`src/design/assert_macros.svh`:
```
`ifndef ASSERT_MACROS_SVH
`define ASSERT_MACROS_SVH

// property holds on every clock edge out of reset
`define ASSERT_ALWAYS(label, prop) \
  label: assert property (@(posedge clk_i) disable iff (!rst_ni) (prop)) \
    else $error("assertion failed");

// consequent holds in the cycle after the antecedent
`define ASSERT_NEXT(label, ante, cons) \
  label: assert property (@(posedge clk_i) disable iff (!rst_ni) (ante) |=> (cons)) \
    else $error("assertion failed");

`endif

```
`src/design/ucs_pkg.sv`:
```
package ucs_pkg;

  typedef struct packed {
    logic [7:0] char_in;
    logic       last_in;
  } in_t;

  typedef struct packed {
    logic [7:0] char_out;
    logic [3:0] component;
    logic       last_out;
    logic       has_user_info;
    logic [2:0] status;
  } res_t;

  typedef struct packed {
    logic push_a;
    logic push_b;
    res_t word_a;
    res_t word_b;
  } push_t;

  localparam logic [3:0] C_SCHEME = 4'd0;
  localparam logic [3:0] C_DELIM  = 4'd1;
  localparam logic [3:0] C_AUTH1  = 4'd2;
  localparam logic [3:0] C_AUTH2  = 4'd3;
  localparam logic [3:0] C_HOST   = 4'd4;
  localparam logic [3:0] C_PORT   = 4'd5;
  localparam logic [3:0] C_PATH   = 4'd6;
  localparam logic [3:0] C_QUERY  = 4'd7;
  localparam logic [3:0] C_FRAG   = 4'd8;

  localparam logic [2:0] ST_OK         = 3'd0;
  localparam logic [2:0] ST_NO_COLON   = 3'd1;
  localparam logic [2:0] ST_BAD_SCHEME = 3'd2;
  localparam logic [2:0] ST_BAD_USER   = 3'd3;
  localparam logic [2:0] ST_BAD_CRED   = 3'd4;
  localparam logic [2:0] ST_BAD_PORT   = 3'd5;

endpackage

```
`src/design/ucs_front.sv`:
```
`include "assert_macros.svh"

module ucs_front
  import ucs_pkg::*;
(
  input  logic  clk_i,
  input  logic  rst_ni,
  input  logic  in_valid_i,
  input  in_t   in_i,
  input  logic  space_ok_i,
  output push_t push_o
);

  localparam logic [3:0] PH_SCHEME = 4'd0;
  localparam logic [3:0] PH_COLON  = 4'd1;
  localparam logic [3:0] PH_AUTH1  = 4'd2;
  localparam logic [3:0] PH_AUTH2  = 4'd3;
  localparam logic [3:0] PH_HOST   = 4'd4;
  localparam logic [3:0] PH_PORT   = 4'd5;
  localparam logic [3:0] PH_PATH   = 4'd6;
  localparam logic [3:0] PH_QUERY  = 4'd7;
  localparam logic [3:0] PH_FRAG   = 4'd8;

  localparam logic [7:0] CH_COLON = 8'h3a;
  localparam logic [7:0] CH_SLASH = 8'h2f;
  localparam logic [7:0] CH_QUEST = 8'h3f;
  localparam logic [7:0] CH_HASH  = 8'h23;
  localparam logic [7:0] CH_AT    = 8'h40;
  localparam logic [7:0] CH_PCT   = 8'h25;
  localparam logic [7:0] CH_PLUS  = 8'h2b;
  localparam logic [7:0] CH_MINUS = 8'h2d;
  localparam logic [7:0] CH_DOT   = 8'h2e;

  function automatic logic is_alpha(logic [7:0] c);
    return (c >= 8'h61 && c <= 8'h7a) || (c >= 8'h41 && c <= 8'h5a);
  endfunction

  function automatic logic is_digit(logic [7:0] c);
    return c >= 8'h30 && c <= 8'h39;
  endfunction

  function automatic logic is_hex(logic [7:0] c);
    return is_digit(c) || (c >= 8'h61 && c <= 8'h66) || (c >= 8'h41 && c <= 8'h46);
  endfunction

  function automatic logic is_plain(logic [7:0] c);
    logic r;
    r = is_alpha(c) || is_digit(c);
    case (c)
      8'h2d, 8'h2e, 8'h5f, 8'h7e, 8'h21, 8'h24, 8'h26, 8'h27,
      8'h28, 8'h29, 8'h2a, 8'h2b, 8'h2c, 8'h3b, 8'h3d, 8'h3a: r = 1'b1;
      default: ;
    endcase
    return r;
  endfunction

  // returns {good, escape progress}
  function automatic logic [2:0] ui_step(logic good, logic [1:0] esc, logic [7:0] c);
    logic       g;
    logic [1:0] e;
    g = good;
    e = esc;
    if (esc != 2'd0) begin
      if (is_hex(c)) begin
        e = (esc == 2'd1) ? 2'd2 : 2'd0;
      end else begin
        g = 1'b0;
        e = 2'd0;
      end
    end else if (c == CH_PCT) begin
      e = 2'd1;
    end else if (!is_plain(c)) begin
      g = 1'b0;
    end
    return {g, e};
  endfunction

  logic [3:0] phase_q, phase_d;
  logic       slash_q, slash_d;
  logic       scheme_good_q, scheme_good_d;
  logic       scheme_started_q, scheme_started_d;
  logic [1:0] esc_q, esc_d;
  logic       ui1_good_q, ui1_good_d;
  logic       second_present_q, second_present_d;
  logic       ui2_good_q, ui2_good_d;
  logic       digits2_good_q, digits2_good_d;
  logic       at_seen_q, at_seen_d;
  logic       late_port_q, late_port_d;
  logic       late_good_q, late_good_d;
  logic       part_started_q, part_started_d;

  logic       fire;
  logic [7:0] c;
  logic       hold;
  logic       pair;
  logic       skip_adv;
  logic [3:0] ph;
  logic [3:0] comp;
  logic [3:0] slash_comp;
  logic [2:0] status;
  logic [2:0] ui;

  assign fire = in_valid_i && space_ok_i;
  assign c    = in_i.char_in;

  always_comb begin
    phase_d          = phase_q;
    slash_d          = slash_q;
    scheme_good_d    = scheme_good_q;
    scheme_started_d = scheme_started_q;
    esc_d            = esc_q;
    ui1_good_d       = ui1_good_q;
    second_present_d = second_present_q;
    ui2_good_d       = ui2_good_q;
    digits2_good_d   = digits2_good_q;
    at_seen_d        = at_seen_q;
    late_port_d      = late_port_q;
    late_good_d      = late_good_q;
    part_started_d   = part_started_q;
    hold       = 1'b0;
    pair       = 1'b0;
    skip_adv   = 1'b0;
    ph         = phase_q;
    comp       = C_FRAG;
    slash_comp = C_PATH;
    status     = ST_OK;
    ui         = 3'd0;

    if (slash_q) begin
      slash_d = 1'b0;
      pair    = 1'b1;
      if (c == CH_SLASH) begin
        slash_comp = C_DELIM;
        comp       = C_DELIM;
        phase_d    = PH_AUTH1;
        skip_adv   = 1'b1;
      end else begin
        ph = PH_PATH;
      end
    end else if (phase_q == PH_COLON && c == CH_SLASH && !in_i.last_in) begin
      hold    = 1'b1;
      slash_d = 1'b1;
    end

    if (!hold && !skip_adv) begin
      if (ph == PH_COLON) begin
        ph = PH_PATH;
      end
      phase_d = ph;
      unique case (ph)
        PH_SCHEME: begin
          if (c == CH_COLON) begin
            phase_d = PH_COLON;
            comp    = C_DELIM;
          end else begin
            if (!scheme_started_q) begin
              scheme_good_d = is_alpha(c);
            end else begin
              scheme_good_d = scheme_good_q && (is_alpha(c) || is_digit(c) ||
                              c == CH_PLUS || c == CH_MINUS || c == CH_DOT);
            end
            scheme_started_d = 1'b1;
            comp             = C_SCHEME;
          end
        end
        PH_AUTH1: begin
          if (c == CH_QUEST) begin
            phase_d = PH_QUERY;
            comp    = C_DELIM;
          end else if (c == CH_HASH) begin
            phase_d = PH_FRAG;
            comp    = C_DELIM;
          end else if (c == CH_SLASH) begin
            phase_d = PH_PATH;
            comp    = C_PATH;
          end else if (c == CH_COLON || c == CH_AT) begin
            ui1_good_d = ui1_good_q && (esc_q == 2'd0);
            esc_d      = 2'd0;
            comp       = C_DELIM;
            if (c == CH_COLON) begin
              second_present_d = 1'b1;
              part_started_d   = 1'b0;
              phase_d          = PH_AUTH2;
            end else begin
              at_seen_d = 1'b1;
              phase_d   = PH_HOST;
            end
          end else begin
            ui         = ui_step(ui1_good_q, esc_q, c);
            ui1_good_d = ui[2];
            esc_d      = ui[1:0];
            comp       = C_AUTH1;
          end
        end
        PH_AUTH2: begin
          if (c == CH_QUEST) begin
            phase_d = PH_QUERY;
            comp    = C_DELIM;
          end else if (c == CH_HASH) begin
            phase_d = PH_FRAG;
            comp    = C_DELIM;
          end else if (c == CH_SLASH) begin
            phase_d = PH_PATH;
            comp    = C_PATH;
          end else if (c == CH_AT) begin
            ui2_good_d = ui2_good_q && (esc_q == 2'd0);
            esc_d      = 2'd0;
            at_seen_d  = 1'b1;
            phase_d    = PH_HOST;
            comp       = C_DELIM;
          end else begin
            ui             = ui_step(ui2_good_q, esc_q, c);
            ui2_good_d     = ui[2];
            esc_d          = ui[1:0];
            digits2_good_d = part_started_q ? (digits2_good_q && is_digit(c)) : is_digit(c);
            part_started_d = 1'b1;
            comp           = C_AUTH2;
          end
        end
        PH_HOST: begin
          if (c == CH_QUEST) begin
            phase_d = PH_QUERY;
            comp    = C_DELIM;
          end else if (c == CH_HASH) begin
            phase_d = PH_FRAG;
            comp    = C_DELIM;
          end else if (c == CH_SLASH) begin
            phase_d = PH_PATH;
            comp    = C_PATH;
          end else if (c == CH_COLON) begin
            late_port_d    = 1'b1;
            part_started_d = 1'b0;
            phase_d        = PH_PORT;
            comp           = C_DELIM;
          end else begin
            comp = C_HOST;
          end
        end
        PH_PORT: begin
          if (c == CH_QUEST) begin
            phase_d = PH_QUERY;
            comp    = C_DELIM;
          end else if (c == CH_HASH) begin
            phase_d = PH_FRAG;
            comp    = C_DELIM;
          end else if (c == CH_SLASH) begin
            phase_d = PH_PATH;
            comp    = C_PATH;
          end else begin
            late_good_d    = part_started_q ? (late_good_q && is_digit(c)) : is_digit(c);
            part_started_d = 1'b1;
            comp           = C_PORT;
          end
        end
        PH_PATH: begin
          if (c == CH_QUEST) begin
            phase_d = PH_QUERY;
            comp    = C_DELIM;
          end else if (c == CH_HASH) begin
            phase_d = PH_FRAG;
            comp    = C_DELIM;
          end else begin
            comp = C_PATH;
          end
        end
        PH_QUERY: begin
          if (c == CH_HASH) begin
            phase_d = PH_FRAG;
            comp    = C_DELIM;
          end else begin
            comp = C_QUERY;
          end
        end
        default: comp = C_FRAG;
      endcase
    end

    if (phase_d == PH_SCHEME) begin
      status = ST_NO_COLON;
    end else if (!scheme_good_d) begin
      status = ST_BAD_SCHEME;
    end else if (at_seen_d) begin
      if (!ui1_good_d) begin
        status = ST_BAD_USER;
      end else if (second_present_d && !ui2_good_d) begin
        status = ST_BAD_CRED;
      end else if (late_port_d && !late_good_d) begin
        status = ST_BAD_PORT;
      end
    end else if (second_present_d && !digits2_good_d) begin
      status = ST_BAD_PORT;
    end

    push_o.push_a                = fire && pair;
    push_o.push_b                = fire && !hold;
    push_o.word_a.char_out       = CH_SLASH;
    push_o.word_a.component      = slash_comp;
    push_o.word_a.last_out       = 1'b0;
    push_o.word_a.has_user_info  = 1'b0;
    push_o.word_a.status         = ST_OK;
    push_o.word_b.char_out       = c;
    push_o.word_b.component      = comp;
    push_o.word_b.last_out       = in_i.last_in;
    push_o.word_b.has_user_info  = in_i.last_in && at_seen_d;
    push_o.word_b.status         = in_i.last_in ? status : ST_OK;

    // end of uri: back to the reset state
    if (in_i.last_in) begin
      phase_d          = PH_SCHEME;
      slash_d          = 1'b0;
      scheme_good_d    = 1'b0;
      scheme_started_d = 1'b0;
      esc_d            = 2'd0;
      ui1_good_d       = 1'b1;
      second_present_d = 1'b0;
      ui2_good_d       = 1'b1;
      digits2_good_d   = 1'b0;
      at_seen_d        = 1'b0;
      late_port_d      = 1'b0;
      late_good_d      = 1'b0;
      part_started_d   = 1'b0;
    end
  end

  always_ff @(posedge clk_i or negedge rst_ni) begin
    if (!rst_ni) begin
      phase_q          <= PH_SCHEME;
      slash_q          <= 1'b0;
      scheme_good_q    <= 1'b0;
      scheme_started_q <= 1'b0;
      esc_q            <= 2'd0;
      ui1_good_q       <= 1'b1;
      second_present_q <= 1'b0;
      ui2_good_q       <= 1'b1;
      digits2_good_q   <= 1'b0;
      at_seen_q        <= 1'b0;
      late_port_q      <= 1'b0;
      late_good_q      <= 1'b0;
      part_started_q   <= 1'b0;
    end else if (fire) begin
      phase_q          <= phase_d;
      slash_q          <= slash_d;
      scheme_good_q    <= scheme_good_d;
      scheme_started_q <= scheme_started_d;
      esc_q            <= esc_d;
      ui1_good_q       <= ui1_good_d;
      second_present_q <= second_present_d;
      ui2_good_q       <= ui2_good_d;
      digits2_good_q   <= digits2_good_d;
      at_seen_q        <= at_seen_d;
      late_port_q      <= late_port_d;
      late_good_q      <= late_good_d;
      part_started_q   <= part_started_d;
    end
  end

  `ASSERT_ALWAYS(a_slash_after_colon, slash_q |-> (phase_q == PH_COLON))
  `ASSERT_NEXT(a_last_resets, fire && in_i.last_in, (phase_q == PH_SCHEME) && !slash_q && !at_seen_q)

endmodule

```
`src/design/ucs_queue.sv`:
```
`include "assert_macros.svh"

module ucs_queue
  import ucs_pkg::*;
#(
  parameter int Depth = 4
) (
  input  logic  clk_i,
  input  logic  rst_ni,
  input  push_t push_i,
  output logic  space_ok_o,
  output logic  out_valid_o,
  input  logic  out_ready_i,
  output res_t  out_o
);

  localparam int PtrW = $clog2(Depth);
  localparam int CntW = PtrW + 1;

  res_t            mem_q [Depth];
  logic [PtrW-1:0] wr_q;
  logic [PtrW-1:0] rd_q;
  logic [CntW-1:0] count_q, count_d;
  logic [CntW-1:0] push_n;
  logic            pop;

  assign pop         = out_valid_o && out_ready_i;
  assign push_n      = CntW'(push_i.push_a) + CntW'(push_i.push_b);
  assign count_d     = count_q + push_n - CntW'(pop);
  assign space_ok_o  = count_q <= CntW'(Depth - 2);
  assign out_valid_o = count_q != '0;
  assign out_o       = mem_q[rd_q];

  always_ff @(posedge clk_i) begin
    if (push_i.push_a && push_i.push_b) begin
      mem_q[wr_q]               <= push_i.word_a;
      mem_q[wr_q + PtrW'(1)]    <= push_i.word_b;
    end else if (push_i.push_b) begin
      mem_q[wr_q] <= push_i.word_b;
    end
  end

  always_ff @(posedge clk_i or negedge rst_ni) begin
    if (!rst_ni) begin
      wr_q    <= '0;
      rd_q    <= '0;
      count_q <= '0;
    end else begin
      wr_q    <= wr_q + push_n[PtrW-1:0];
      rd_q    <= rd_q + PtrW'(pop);
      count_q <= count_d;
    end
  end

  `ASSERT_ALWAYS(a_no_overflow, (push_i.push_a || push_i.push_b) |-> space_ok_o)
  `ASSERT_ALWAYS(a_count_bound, count_q <= CntW'(Depth))

endmodule

```
`src/design/uri_component_splitter.sv`:
```
// Tags each URI byte with its component, one byte accepted per cycle while
// in_ready_o is high. The word for an accepted byte is queued and offered on the
// output from there. A '/' straight after the scheme colon yields no word; the
// byte after it yields two. The byte queue holds FifoDepth words (power of two,
// at least 2) and in_ready_o is high while two slots are free; with FifoDepth of
// 4 or more a steady one word per cycle flows with out_ready_i held high. The last
// word of a URI carries has_user_info and status; the parser then starts afresh.
`include "assert_macros.svh"

module uri_component_splitter
  import ucs_pkg::*;
#(
  parameter int FifoDepth = 4
) (
  input  logic clk_i,
  input  logic rst_ni,
  input  logic in_valid_i,
  output logic in_ready_o,
  input  in_t  in_i,
  output logic out_valid_o,
  input  logic out_ready_i,
  output res_t out_o
);

  push_t push;
  logic  space_ok;
  logic  summary_ok;

  assign in_ready_o = space_ok;

  // summary fields stay clear except on the last word
  assign summary_ok = out_o.last_out || ((out_o.status == ST_OK) && !out_o.has_user_info);

  ucs_front u_front (
    .clk_i      (clk_i),
    .rst_ni     (rst_ni),
    .in_valid_i (in_valid_i),
    .in_i       (in_i),
    .space_ok_i (space_ok),
    .push_o     (push)
  );

  ucs_queue #(
    .Depth (FifoDepth)
  ) u_queue (
    .clk_i       (clk_i),
    .rst_ni      (rst_ni),
    .push_i      (push),
    .space_ok_o  (space_ok),
    .out_valid_o (out_valid_o),
    .out_ready_i (out_ready_i),
    .out_o       (out_o)
  );

  `ASSERT_ALWAYS(a_summary_on_last, out_valid_o |-> summary_ok)

endmodule
```
`config.mk`:
```
export PLATFORM = sky130hd
export DESIGN_NAME = uri_component_splitter
export DESIGN_NICKNAME = d
export VERILOG_FILES = /design/src/design/ucs_pkg.sv /design/src/design/ucs_front.sv /design/src/design/ucs_queue.sv /design/src/design/uri_component_splitter.sv
export VERILOG_INCLUDE_DIRS = /design/src /design/src/design
export SDC_FILE = /design/constraint.sdc
export NUM_CORES = 1
export LEC_CHECK = 0
export BUFFER_PORTS_ARGS = -buffer_cell sky130_fd_sc_hd__buf_2
export CORE_AREA = 2 2 99 101
export CTS_CLUSTER_DIAMETER = 30
export DETAILED_ROUTE_END_ITERATION = 16
export DIE_AREA = 0 0 101 103
export PLACE_DENSITY_LB_ADDON = 0.1
export SYNTH_ARGS = -nofsm -noshare
export SYNTH_HDL_FRONTEND = slang
export SYNTH_SLANG_ARGS = --single-unit
export TNS_END_PERCENT = 10
```
`constraint.sdc`:
```
create_clock -name clk_i -period 7.8 [get_ports clk_i]
set_clock_uncertainty 0.05 [all_clocks]
set_input_delay 1.17 -clock clk_i [delete_from_list [all_inputs] [get_ports clk_i]]
set_output_delay 1.17 -clock clk_i [all_outputs]
set_load 0.02 [all_outputs]
```
# [Word-level counts from Yosys, hierarchy flattened]
# Memory sizes are Yosys's and may differ from the RTL's.
# Index checks and enable logic that the tools add are counted.
[totals] ff_bits=24 ram_bits=68 inputBits=13 mem_count=1
[classes] add_sub_neg=6 magnitude_cmp=9 n_eq_ne=45 n_mux=194 n_bitwise=1 n_reduce_logical=49
[memory_table] memory="u_queue.mem_q" depth=4 width=17 read_ports=1 rd_ports_with_merged_regs=0 wr=2 line_no="ucs_queue.sv:20" source="res_t mem_q [Depth];"
[ops] operator="$mux W4" count=42
[ops] operator="$eq A8 B6 Y1 const B" count=18
[ops] operator="$mux W1" count=116
[ops] operator="$pmux W4 S7" count=2
[ops] operator="$mux W3" count=13
[ops] operator="$ne A3 B3 Y1 const B" count=13
[ops] operator="$mux W2" count=17
[ops] operator="$le A8 B7 Y1 const B" count=4
[ops] operator="$eq A8 B7 Y1 const B" count=3
[ops] operator="$logic_and A1 B1 Y1" count=22
[ops] operator="$mux W17" count=1
[ops] operator="$reduce_and A17 Y1" count=1
[ops] operator="$eq A4 B3 Y1 const B" count=4
[ops] operator="$ge A8 B7 Y1 const B" count=2
[ops] operator="$reduce_or A16 Y1" count=1
[ops] operator="$reduce_and A9 Y1" count=1
[ops] operator="$eq A4 B1 Y1 const B" count=2
[ops] operator="$eq A4 B2 Y1 const B" count=2
[ops] operator="$ge A8 B6 Y1 const B" count=1
[ops] operator="$le A8 B6 Y1 const B" count=1
[ops] operator="$logic_not A4 Y1" count=2
[ops] operator="$logic_or A1 B1 Y1" count=8
[ops] operator="$logic_not A1 Y1" count=6
[ops] operator="$reduce_bool A2 Y1" count=3
[ops] operator="18 further kinds" count=19

# [Logic depth before layout (Yosys ltp)]
# Gate-level depths: netlist of the first run.
[logic_depth] word_depth=31 ltp_mapped=14 depth_no_buf=12

# [Cells and area by module]
# A second synthesis of the first run with hierarchy kept.
[hier_totals] cells_unflattened=631 hier_area_um2=6492.5
[modules_own_cells] mod="ucs_queue" n_inst=1 cells_per_inst=292 area_each_um2=4056.4
[modules_own_cells] mod="ucs_front" n_inst=1 cells_per_inst=339 area_each_um2=2436.1

# [Least setup slack after synthesis of the first run]
# No wires, ideal clock.
[synth_timing] path_type="in2reg" from="in in_i[1] (netlist name)" to="mem u_queue.mem_q[0][0] (netlist name), enable pin" arrival_time_ns=3.704 required_ns=7.310 slack_ns=3.606 path_stages=6 n_path_buf=2 cell_sequence="buf_2 -> and4_1 -> clkbuf_1 -> nand2_1 -> nor3_1 -> o41ai_1"
[synth_lines] item="from (decl)" line_no="uri_component_splitter.sv:19" source="input in_t in_i,"
[synth_lines] item="to (decl)" line_no="ucs_queue.sv:20"

==> out/qor.yml, run 1 <==
synth_cell_area_um2: 5460
postCtsResizedCells: 0
warnings_from_yosys: 0
detail_route.vias_per_cell: 6.60
grt_overflow: 0
drv.max_cap_violation_count: 0
sw_frac_of_total_pct: 37.3
power_frac_clock_pct: 19.9
finalSetupViolCount: 0
drt-total-wl_mm: 13.4
crit_arrival_ns: 4.25
synth_area_per_cell_um2: 10.6
final_cell_area_um2: 5840
die_area_um2: 10400
timing.final.crit_share_pct: 53.8
grt_start_max_net_pins: 25
first_global_vias: 4027
post_synth_inst_count: 513
dp.final_hpwl_mm: 9.32
ys_seq_area_share_pct: 48.4
final-hold-violation-count: 0
power.switching_uw: 609
power.total_mw: 1.63
grt_antenna_before_repair: 0
timing.critical_path.to_type: "flip-flop"
synthArstFlopShare_pct: 26.1
mostFrequentLayoutCells: "68 x sky130_fd_sc_hd__edfxtp_1, 39 x sky130_fd_sc_hd__nand2_1, 36 x sky130_fd_sc_hd__nor2_1"
syn_nets: 534
worst-slew-pin-transition_ns: 0.887
status: "completed"
post-route-drc-count: 0
leakagePower_nw: 2.10
number_of_buffers_inserted_during_clock_tree_synthesis: 9
htreeDepth: 3
number_of_buffers_added_for_setup_after_cts: 0
power-per-cell-area_nw_per_um2: 280
routabilityCongestion: 0.947
achievable-frequency_mhz: 238
clock-root-buffer: "sky130_fd_sc_hd__clkbuf_8"
worstSkewPairLatency_ns: 0.36
layout_commonest_cell: "sky130_fd_sc_hd__edfxtp_1"
grt_first_pass_wirelength_mm: 21.1
core_um2: 9460
setup_repair_after_global_routing_missed_its_margin: "no"
initial_utilization_pct: 57.8
detail_route.wl_per_cell_um: 20.8
p_seq_share_pct: 42.3
clock_net_sink_count: 92
r2r.worst_path.cells: 13
area.growth.synth_to_final_pct: 6.89
cts_hold_buf: 0
die_width_um: 101
clk_pin_slew_ns: 0.09
final_antenna_net_count: 0
power_frac_comb_pct: 37.8
p_int_mw: 1.02
fin_tns_setup_ns: 0
quantity_of_i_o_buffers_inserted_on_ports: 31
min_period_ns: 4.20
final-max-slew-violation-count: 0
drt-pass1-iter-count: 5
vias_post_dr: 4244
worstHoldStart: "u_front.ui2_good_q$_DFFE_PN1P_"
cp_max_fo: 14
clk_path_buf_depth: 2
max_slew_margin_pct: 40.0
drive_above_1_share_pct: 19.5
nets: 545
ys_ff_latch: 92
min_to: "u_front.ui2_good_q$_DFFE_PN1P_"
holdPathStages: 2
criticalPathCategory: "in -> reg"
r2r-end: "u_queue.mem_q[1][0]$_DFFE_PP_"
rows: 36
cts_tree: "done"
count_of_antenna_diodes_in_the_layout: 0
placement.cell_area_um2: 5640
synth_top_flop_cell: "sky130_fd_sc_hd__edfxtp_1"
synth-edff-count: 68
irDropWorstVdd_mv: 0.193
synthDistinctLibCells: 77
worstHoldPathType: "reg -> reg"
drtIter0Drc: 438
r2r_slack_ns: 3.96
worst-endpoint-required_ns: 7.85
cp-start-kind: "primary input"
grt.total_usage_pct: 26.6
io_pins: 32
die-height_um: 103
rr_startpoint: "u_front.phase_q[0]$_DFFE_PN0P_"
==> cells by family (layout without fill, tap and decap cells) <==
logic type      after synthesis  in the layout  synth area share, %
compound gates              135            135                 16.3
xor+xnor                      9              9                 1.44
fa+ha+maj                     9              9                 2.15
buf+inv                      59             75                 4.72
flops                        92             92                 48.4
mux                          18             18                 7.21
simple gates                191            191                 19.8
==> power by group through the flow <==
stage / clock network, mW / logic (mW) / registers [mW]
2_1_floorplan: 0 / 0.493 / 0.657
3_3_place_gp: 0 / 0.610 / 0.698
3_5_place_dp: 0 / 0.621 / 0.702
4_1_cts: 0.332 / 0.621 / 0.690
5_1_grt: 0.351 / 0.677 / 0.699
6_report: 0.325 / 0.618 / 0.690
==> area by class of cell <==
cell class | instances | area [um2]
sequential | 92 | 2650
clock inverter | 7 | 73.8
clock buffer | 9 | 124
timing repair buffer | 38 | 208
tap | 114 | 143
multi-input combinational | 362 | 2570
inverter | 21 | 78.8
fill | 794 | 3620
==> layer usage <==
metal	GRT usage (%)	up-vias	part of all wire (%)
met4	11.4	0	2.5
li1	-	1944	-
met2	44.5	204	49
met1	34.6	2066	42
met3	4.54	30	6.5
met5	0	-	0
==> critical path, stage by stage <==
cell,delay [ns]
sky130_fd_sc_hd__buf_2,0.26
sky130_fd_sc_hd__nor4b_2,0.41
sky130_fd_sc_hd__nand2_1,0.21
sky130_fd_sc_hd__nor3_1,0.60
sky130_fd_sc_hd__nor2_1,0.21
sky130_fd_sc_hd__ha_1,0.31
sky130_fd_sc_hd__inv_1,0.12
sky130_fd_sc_hd__nor2_1,0.08
sky130_fd_sc_hd__a21oi_1,0.17
sky130_fd_sc_hd__buf_4,0.23
sky130_fd_sc_hd__nand2b_1,0.21
sky130_fd_sc_hd__inv_1,0.09
sky130_fd_sc_hd__nand2_1,0.10
sky130_fd_sc_hd__o2bb2ai_1,0.09
==> flip-flops by register name (all words and copies together), names as in the netlist <==
register / flops
u_queue.wr_q: 2
u_queue.mem_q: 68
u_front.ui2_good_q: 1
u_front.esc_q: 2
u_front.ui1_good_q: 1
u_front.slash_q: 1
u_front.late_good_q: 1
u_front.scheme_good_q: 1
u_front.part_started_q: 1
u_front.scheme_started_q: 1
u_front.at_seen_q: 1
u_queue.rd_q: 2
u_front.second_present_q: 1
u_queue.count_q: 3
u_front.phase_q: 4
u_front.late_port_q: 1
u_front.digits2_good_q: 1
==> metrics by stage <==
stage / hold slack (ns) / instances / util, % / setup WS [ns]
floorplan: 0.409 / 513 / - / 3.61
global placement: 0.431 / 627 / 59.6 / 3.41
detailed placement: 0.429 / 627 / 59.6 / 3.26
CTS: 0.443 / 643 / 61.7 / 3.65
global route: 0.460 / 643 / 61.7 / 3.31
finish: 0.455 / 643 / 61.7 / 3.60
==> how the worst max path moves through the flow <==
stage             from                            end  slack [ns]  depth (start not counted)
3_3_place_gp   in_i[5]  u_queue.mem_q[1][0]$_DFFE_PP_        3.41                         14
6_report       in_i[6]  u_queue.mem_q[1][0]$_DFFE_PP_        3.60                         14
4_1_cts        in_i[5]  u_queue.mem_q[1][0]$_DFFE_PP_        3.65                         14
5_1_grt        in_i[6]  u_queue.mem_q[1][0]$_DFFE_PP_        3.31                         14
2_1_floorplan  in_i[1]  u_queue.mem_q[0][0]$_DFFE_PP_        3.61                          6
3_5_place_dp   in_i[5]  u_queue.mem_q[2][0]$_DFFE_PP_        3.26                         12
==> synthesized netlist by cell type (10+ instances only) <==
cell,n,area (um2)
sky130_fd_sc_hd__inv_1,20,75.1
sky130_fd_sc_hd__edfxtp_1,68,2040
sky130_fd_sc_hd__or2_2,18,113
sky130_fd_sc_hd__o21ai_0,29,145
sky130_fd_sc_hd__nand2b_1,10,62.6
sky130_fd_sc_hd__a31oi_1,10,62.6
sky130_fd_sc_hd__clkbuf_1,27,101
sky130_fd_sc_hd__nor2b_1,16,100
sky130_fd_sc_hd__a21oi_1,35,175
sky130_fd_sc_hd__dfrtp_1,22,551
sky130_fd_sc_hd__mux4_2,17,383
sky130_fd_sc_hd__and2_1,10,62.6
sky130_fd_sc_hd__nor3_1,15,75.1
sky130_fd_sc_hd__nand2_1,39,146
sky130_fd_sc_hd__nor2_1,36,135
Note: power is estimated with default switching activity, not from simulation.
==> run 2, diff against run 1 <==
Settings changed: ABC_AREA set to 1, CORE_AREA 2 2 99 101 to 2 2 102 104, DIE_AREA 0 0 101 103 to 0 0 104 106.
Clock period 7.8 ns to 3.59 ns, I/O delays scaled along.
==> run 2 against run 1 <==
Against the previous run:
- first-iteration DRC count fell by 27%
- worst hold slack got worse by 0.36 ns
- non-clock buffer count rose by 6
- worst setup slack got worse by 2.9 ns
- register-to-register slack got worse by 3.3 ns
==> out/qor.yml, run 2 <==
status: "completed"  # unchanged
crit_arrival_ns: 3.08  # was 4.25 ns
clk_path_buf_depth: 2  # unchanged
drv.max_cap_violation_count: 0  # unchanged
rr_startpoint: "u_queue.count_q[1]$_DFF_PN0_"  # was u_front.phase_q[0]$_DFFE_PN0P_
die_width_um: 104  # was 101 um
cp_cell_sequence: "a21oi_1, nand2_1, nor2_1, ha_1, nand3_1, nand2_1, inv_1, nor2_1, inv_1, a21oi_1"  # was buf_2, nor4b_2, nand2_1, nor3_1, nor2_1, ha_1, inv_1, nor2_1, a21oi_1, buf_4, nand2b_1, inv_1, nand2_1, o2bb2ai_1
drt-total-wl_mm: 13.9  # was 13.4 mm
number_of_buffers_inserted_during_clock_tree_synthesis: 9  # unchanged
timing.critical_path.from: "u_queue.count_q[1]$_DFF_PN0_"  # was in_i[6]
post-route-drc-count: 0  # unchanged
synth_cell_area_um2: 5360  # was 5460 um2
post_synth_main_area_contributors: "sky130_fd_sc_hd__edfxtp_1 38%, sky130_fd_sc_hd__nand2_1 11%, sky130_fd_sc_hd__dfrtp_1 10%"  # was sky130_fd_sc_hd__edfxtp_1 37%, sky130_fd_sc_hd__dfrtp_1 10%, sky130_fd_sc_hd__mux4_2 7.0%
largest_reg_flops: 68  # unchanged
power.total_mw: 4.14  # was 1.63 mW
leakagePower_nw: 2.58  # was 2.10 nW
grt_start_max_net_pins: 36  # was 25
netlist.area_leader.share_pct: 38.1  # was 37.4%
postCtsResizedCells: 0  # unchanged
r2r-end: "u_queue.mem_q[0][0]$_DFFE_PP_"  # was u_queue.mem_q[1][0]$_DFFE_PP_
cp_max_fo: 10  # was 14
rows: 37  # was 36
crit_path_top_delay_cell: "sky130_fd_sc_hd__dfrtp_1"  # was sky130_fd_sc_hd__nor3_1
synthDistinctLibCells: 46  # was 77
irDropWorstVdd_mv: 0.447  # was 0.193 mV
vias_post_dr: 4628  # was 4,244
routabilityCongestion: 0.906  # was 0.947
layout_commonest_cell: "sky130_fd_sc_hd__nand2_1"  # was sky130_fd_sc_hd__edfxtp_1
synth_top_flop_cell: "sky130_fd_sc_hd__edfxtp_1"  # unchanged
final_cell_area_um2: 5920  # was 5840 um2
core_um2: 10000  # was 9460 um2
ys_ff_latch: 92  # unchanged
grt.total_usage_pct: 26.5  # was 26.6%
detail_route.vias_per_cell: 5.52  # was 6.60
drtIter0Drc: 319  # was 438
ys_seq_area_share_pct: 49.4  # was 48.4%
worst-endpoint-required_ns: 3.77  # was 7.85 ns
final-hold-violation-count: 0  # unchanged
cts_hold_buf: 0  # unchanged
r2r_slack_ns: 0.69  # was 3.96 ns
final-max-slew-violation-count: 0  # unchanged
synthArstFlopShare_pct: 26.1  # unchanged
htreeDepth: 3  # unchanged
yosysMostFrequentCell: "sky130_fd_sc_hd__nand2_1"  # was sky130_fd_sc_hd__edfxtp_1
timing.critical_path.to_type: "flip-flop"  # unchanged
mostFrequentLayoutCells: "155 x sky130_fd_sc_hd__nand2_1, 106 x sky130_fd_sc_hd__nor2_1, 70 x sky130_fd_sc_hd__inv_1"  # was 68 x sky130_fd_sc_hd__edfxtp_1, 39 x sky130_fd_sc_hd__nand2_1, 36 x sky130_fd_sc_hd__nor2_1
detail_route.wl_per_cell_um: 16.6  # was 20.8 um
grt_antenna_before_repair: 0  # unchanged
quantity_of_i_o_buffers_inserted_on_ports: 31  # unchanged
die_area_um2: 11000  # was 10,400 um2
n_fill_cell: 931  # was 794
worstSkewPairLatency_ns: 0.37  # was 0.36 ns
worst_setup_path_endpoint: "u_queue.mem_q[0][0]$_DFFE_PP_"  # was u_queue.mem_q[1][0]$_DFFE_PP_
count_of_antenna_diodes_in_the_layout: 0  # unchanged
post_synth_inst_count: 658  # was 513
final_antenna_net_count: 0  # unchanged
timing.final.crit_share_pct: 80.7
synth_commonest_cells: "155 x sky130_fd_sc_hd__nand2_1, 106 x sky130_fd_sc_hd__nor2_1, 70 x sky130_fd_sc_hd__inv_1, 68 x sky130_fd_sc_hd__edfxtp_1, 57 x sky130_fd_sc_hd__o21ai_0"  # was 68 x sky130_fd_sc_hd__edfxtp_1, 39 x sky130_fd_sc_hd__nand2_1, 36 x sky130_fd_sc_hd__nor2_1, 35 x sky130_fd_sc_hd__a21oi_1, 29 x sky130_fd_sc_hd__o21ai_0
worstHoldPathType: "in -> async"  # was reg -> reg
setup_repair_after_global_routing_missed_its_margin: "no"  # unchanged
finalSetupViolCount: 0  # unchanged
criticalPathCategory: "reg -> reg"  # was in -> reg
first_global_vias: 4506  # was 4,027
min_period_ns: 2.90
fin_tns_setup_ns: 0  # unchanged
initial_utilization_pct: 53.6  # was 57.8%
register_with_the_most_flip_flops: "u_queue.mem_q"  # unchanged
worst-slew-pin-transition_ns: 0.732  # was 0.887 ns
io_pins: 32  # unchanged
die-height_um: 106  # was 103 um
syn_nets: 679  # was 534
clock-root-buffer: "sky130_fd_sc_hd__clkbuf_8"  # unchanged
grt_overflow: 0  # unchanged
placement.cell_area_um2: 5730  # was 5640 um2
clk_pin_slew_ns: 0.09  # about the same
cp-start-kind: "flip-flop"  # was primary input
area.growth.synth_to_final_pct: 10.5  # was 6.89%
warnings_from_yosys: 0  # unchanged
grt_first_pass_wirelength_mm: 22.8  # was 21.1 mm
biggestRegsByFlops: "u_queue.mem_q: 68 flops, u_front.phase_q: 4 flops, u_queue.count_q: 3 flops"  # unchanged
clock_net_sink_count: 92  # unchanged
drive_above_1_share_pct: 13.5  # was 19.5%
max_slew_margin_pct: 51.2  # was 40.0%
synth_area_per_cell_um2: 8.14  # was 10.6 um2
achievable-frequency_mhz: 345
power-per-cell-area_nw_per_um2: 700  # was 280 nW/um2
r2r.worst_path.cells: 10  # was 13
dp.final_hpwl_mm: 10.3  # was 9.32 mm
cp_slowest_stage_delay_ns: 0.40  # was 0.60 ns
yosys.area.top_type: "sky130_fd_sc_hd__edfxtp_1"  # unchanged
synth-edff-count: 68  # unchanged
nets: 718  # was 545
cts_tree: "done"  # unchanged
number_of_buffers_added_for_setup_after_cts: 0  # unchanged
drt-pass1-iter-count: 5  # unchanged
[run 2: worst max-delay path, delay by kind of cell (launching register included)]
family	cells	cell delay, ns
and+or+nand+nor	5	1.34
DFF	1	0.40
buffers and inverters	2	0.37
AOI/OAI and AO/OA	2	0.31
adders and majority gates	1	0.29
[run 2: cell families (layout without fill, tap and decap cells)]
family	Yosys count	after routing	synth area share [%]
AND/OR/NAND/NOR	347	347	28.8
flip-flops	92	92	49.4
buffers and inverters	92	136	6.59
XOR/XNOR	4	4	0.654
adder cells (fa/ha/maj)	8	8	2.01
AO/OA/AOI/OAI	115	115	12.6
[run 2: stage by stage]
stage	util, %	std cells	setup WS [ns]	hold slack (ns)
finish	59.2	838	0.691	0.0975
global route	59.2	838	0.436	0.144
CTS	59.2	838	0.716	0.102
detailed placement	57.3	822	0.549	0.458
global placement	57.3	822	0.638	0.446
floorplan	-	658	0.301	0.193
[run 2: layout make-up]
class                      instances  area [um2]  share of cell area, %
sequential                        92        2650                   44.7
multi-input combinational        474        2370                   40.1
inverter                          76         285                   4.82
timing repair buffer              44         253                   4.27
tap                              136         170                   2.87
clock buffer                      10         128                   2.16
clock inverter                     6        63.8                   1.08
[run 2: power breakdown]
group	total (mW)	switching, mW	internal, mW
clock	0.699	0.376	0.322
combinational	1.95	1.35	0.601
sequential	1.49	0.102	1.39
total	4.14	1.83	2.31
[run 2: how the worst min path moves through the flow]
stage / from / to
2_1_floorplan: rst_ni / u_front.at_seen_q$_DFFE_PN0P_
3_3_place_gp: u_front.esc_q[1]$_DFFE_PN0P_ / u_front.esc_q[1]$_DFFE_PN0P_
3_5_place_dp: u_front.esc_q[0]$_DFFE_PN0P_ / u_front.esc_q[0]$_DFFE_PN0P_
4_1_cts: rst_ni / u_front.late_port_q$_DFFE_PN0P_
5_1_grt: rst_ni / u_front.late_port_q$_DFFE_PN0P_
6_report: rst_ni / u_front.late_port_q$_DFFE_PN0P_
[run 2: metal layers]
layer  share of wire, %  global-route usage (%)  up-vias
met5                  0                       0        -
met2                 48                    44.9      149
li1                   -                       -     2288
met1                 44                    34.6     2165
met4                2.9                    10.9        0
met3                4.6                    3.49       26
==> run 3, diff against run 2 <==
Settings changed: CORE_AREA 2 2 102 104 to 2 2 98 100, DIE_AREA 0 0 104 106 to 0 0 100 102.
Clock period 3.59 ns to 3 ns, I/O delays scaled along.
==> run 3 against run 2 <==
Against the previous run:
- cell area rose by 1.4%
- non-clock buffer count rose by 14
- die area fell by 7.5%
- critical path depth rose by 4
- power rose by 21%
- first-iteration DRC count rose by 35%
- count of clock-buffer cells in the layout fell by 1
- clock power rose by 22%
- combinational power rose by 22%
- worst setup slack got worse by 0.41 ns
- global-route usage rose by 2.6 points
- sequential power rose by 20%
- critical endpoint is now u_queue.count_q[2]$_DFF_PN0_
- largest power group unchanged
==> out/qor.yml, run 3 (same netlist as run 2, synthesis figures left out) <==
status: "completed"  # unchanged
leakagePower_nw: 2.65  # was 2.58 nW
crit_arrival_ns: 2.96  # was 3.08 ns
io_pins: 32  # unchanged
number_of_buffers_added_for_setup_after_cts: 0  # unchanged
timing.critical_path.mode_cell: "sky130_fd_sc_hd__inv_1"
drive_above_1_share_pct: 15.5  # was 13.5%
r2r-end: "u_queue.count_q[2]$_DFF_PN0_"  # was u_queue.mem_q[0][0]$_DFFE_PP_
post-route-drc-count: 0  # unchanged
power.total_mw: 5.01  # was 4.14 mW
routabilityCongestion: 1.00  # was 0.906
clock_net_sink_count: 92  # unchanged
first_global_vias: 4662  # was 4,506
achievable-frequency_mhz: 368  # was 345 MHz
dp.final_hpwl_mm: 10.5  # was 10.3 mm
die-height_um: 102  # was 106 um
register_with_the_most_flip_flops: "u_queue.mem_q"  # unchanged
detail_route.wl_per_cell_um: 17.2  # was 16.6 um
biggestRegsByFlops: "u_queue.mem_q: 68 flops, u_front.phase_q: 4 flops, u_queue.count_q: 3 flops"  # unchanged
power-per-cell-area_nw_per_um2: 835  # was 700 nW/um2
crit_path_top_delay_cell: "sky130_fd_sc_hd__dfrtp_1"  # unchanged
r2r_slack_ns: 0.29  # was 0.69 ns
power.switching_mw: 2.23  # was 1.83 mW
cp_cell_sequence: "nor3_1, nand3_1, nor2_1, nand3_1, inv_1, nor2_1, buf_4, ha_1, inv_1, ha_1, inv_1, fa_1, xnor2_1, xor2_1"  # was a21oi_1, nand2_1, nor2_1, ha_1, nand3_1, nand2_1, inv_1, nor2_1, inv_1, a21oi_1
die_width_um: 100  # was 104 um
irDropWorstVdd_mv: 0.498  # was 0.447 mV
timing.critical_path.to_type: "flip-flop"  # unchanged
criticalPathCategory: "reg -> reg"  # unchanged
grt_overflow: 0  # unchanged
clk_path_buf_depth: 2  # unchanged
max_slew_margin_pct: 54.3  # was 51.2%
quantity_of_i_o_buffers_inserted_on_ports: 31  # unchanged
final_antenna_net_count: 0  # unchanged
finalSetupViolCount: 0  # unchanged
grt_start_max_net_pins: 36  # unchanged
p_seq_share_pct: 35.7  # was 36.0%
fin_tns_setup_ns: 0  # unchanged
clock-root-buffer: "sky130_fd_sc_hd__clkbuf_8"  # unchanged
power_frac_comb_pct: 47.3  # was 47.1%
grt_first_pass_wirelength_mm: 22.7  # was 22.8 mm
vias_post_dr: 4785  # was 4,628
number_of_buffers_inserted_during_clock_tree_synthesis: 9  # unchanged
worstSkewPairLatency_ns: 0.37  # about the same
core_um2: 9110  # was 10000 um2
rows: 35  # was 37
count_of_antenna_diodes_in_the_layout: 0  # unchanged
critical-path-top-delay-family: "adder cells"  # was simple AND/OR/NAND/NOR gates
mostFrequentLayoutCells: "154 x sky130_fd_sc_hd__nand2_1, 106 x sky130_fd_sc_hd__nor2_1, 70 x sky130_fd_sc_hd__inv_1"  # was 155 x sky130_fd_sc_hd__nand2_1, 106 x sky130_fd_sc_hd__nor2_1, 70 x sky130_fd_sc_hd__inv_1
area.growth.synth_to_final_pct: 12.0  # was 10.5%
die_area_um2: 10200  # was 11,000 um2
sw_frac_of_total_pct: 44.4  # was 44.1%
timing.final.crit_share_pct: 90.5  # was 80.7%
rr_startpoint: "u_front.phase_q[2]$_DFFE_PN0P_"  # was u_queue.count_q[1]$_DFF_PN0_
grt_antenna_before_repair: 0  # unchanged
largest_reg_flops: 68  # unchanged
cp-start-kind: "flip-flop"  # unchanged
min_period_ns: 2.71  # was 2.90 ns
setup_repair_after_global_routing_missed_its_margin: "no"  # unchanged
worst-slew-pin-transition_ns: 0.677  # was 0.732 ns
drtIter0Drc: 431  # was 319
worst-endpoint-required_ns: 3.25  # was 3.77 ns
timing.critical_path.buf_inv: 4  # was 2
htreeDepth: 3  # unchanged
clk_pin_slew_ns: 0.10  # was 0.09 ns
cts_tree: "done"  # unchanged
drt-pass1-iter-count: 5  # unchanged
cp_slowest_stage_delay_ns: 0.48  # was 0.40 ns
layout_commonest_cell: "sky130_fd_sc_hd__nand2_1"  # unchanged
final-hold-violation-count: 0  # unchanged
drv.max_cap_violation_count: 0  # unchanged
drt-total-wl_mm: 14.2  # was 13.9 mm
worstHoldPathType: "in -> async"  # unchanged
p_int_mw: 2.78  # was 2.31 mW
cp_max_fo: 8  # was 10
nets: 732  # was 718
initial_utilization_pct: 58.8  # was 53.6%
r2r.worst_path.cells: 14  # was 10
power_frac_clock_pct: 17.0  # was 16.9%
final-max-slew-violation-count: 0  # unchanged
detail_route.vias_per_cell: 5.79  # was 5.52
grt.total_usage_pct: 29.1  # was 26.5%
-- run 3: cell count changes in the layout (fill, tap and decap cells not counted), sizes merged --
| cell | previous run | this run |
|---|---|---|
| buf | 44 | 58 |
| clkinv | 5 | 3 |
| inv | 75 | 77 |
| clkbuf | 10 | 9 |
-- run 3: metrics by stage --
stage               worst slack, ns  cell area [um2]  hold WS [ns]  util (%)  cells
floorplan                    -0.289             5360         0.104         -    658
global placement              0.205             5800         0.425      63.7    811
detailed placement            0.112             5800         0.442      63.7    811
CTS                           0.239             6000        0.0349      65.9    826
global route                 0.0480             6000        0.0576      65.9    826
finish                        0.285             6000        0.0298      65.9    826
-- run 3: worst register-to-register path: cells and delay by family, from the launching register on --
family / cells / cell delay [ns]
buffers and inverters: 4 / 0.38
XOR/XNOR: 2 / 0.34
flip-flops: 1 / 0.48
adder cells (fa/ha/maj): 3 / 0.80
AND/OR/NAND/NOR: 5 / 0.60
-- run 3: layer usage --
metal,part of all wire (%),track usage [%],vias up
met2,51,52.7,192
met5,0,0,-
li1,-,-,2318
met1,40,34.1,2228
met4,4.0,13.8,0
met3,5.0,4.38,47
-- run 3: area by class of cell --
type                            count  area (um2)
Multi-Input combinational cell    474        2380
Tap cell                          111         139
Sequential cell                    92        2650
Inverter                           76         285
Fill cell                         786        3110
Clock buffer                        9         124
Clock inverter                      6        72.6
Timing Repair Buffer               58         358
-- run 3: timing repair --
| item | CTS | global route |
|---|---|---|
| setup endpoints to repair | 0 | 1 |
| hold buffers | 0 | 0 |
| gates resized for setup | 0 | 1 |
-- run 3: power groups by stage --
| stage | Combinational (mW) | Clock (mW) | Sequential, mW |
|---|---|---|---|
| finish | 2.37 | 0.853 | 1.79 |
| global route | 2.63 | 0.904 | 1.81 |
| CTS | 2.37 | 0.861 | 1.79 |
| detailed placement | 2.37 | 0 | 1.81 |
| global placement | 2.31 | 0 | 1.80 |
| floorplan | 1.65 | 0 | 1.77 |
-- run 3: worst max path at each step --
stage	depth (start not counted)	startpoint	to
after global routing	14	u_front.phase_q[2]$_DFFE_PN0P_	u_queue.count_q[2]$_DFF_PN0_
final	14	u_front.phase_q[2]$_DFFE_PN0P_	u_queue.count_q[2]$_DFF_PN0_
after detailed placement	14	in_i[2]	u_queue.count_q[2]$_DFF_PN0_
after global placement	15	in_i[5]	u_queue.count_q[2]$_DFF_PN0_
after CTS	9	u_queue.count_q[1]$_DFF_PN0_	u_queue.count_q[2]$_DFF_PN0_
after floorplan	5	u_queue.count_q[1]$_DFF_PN0_	u_queue.mem_q[0][0]$_DFFE_PP_
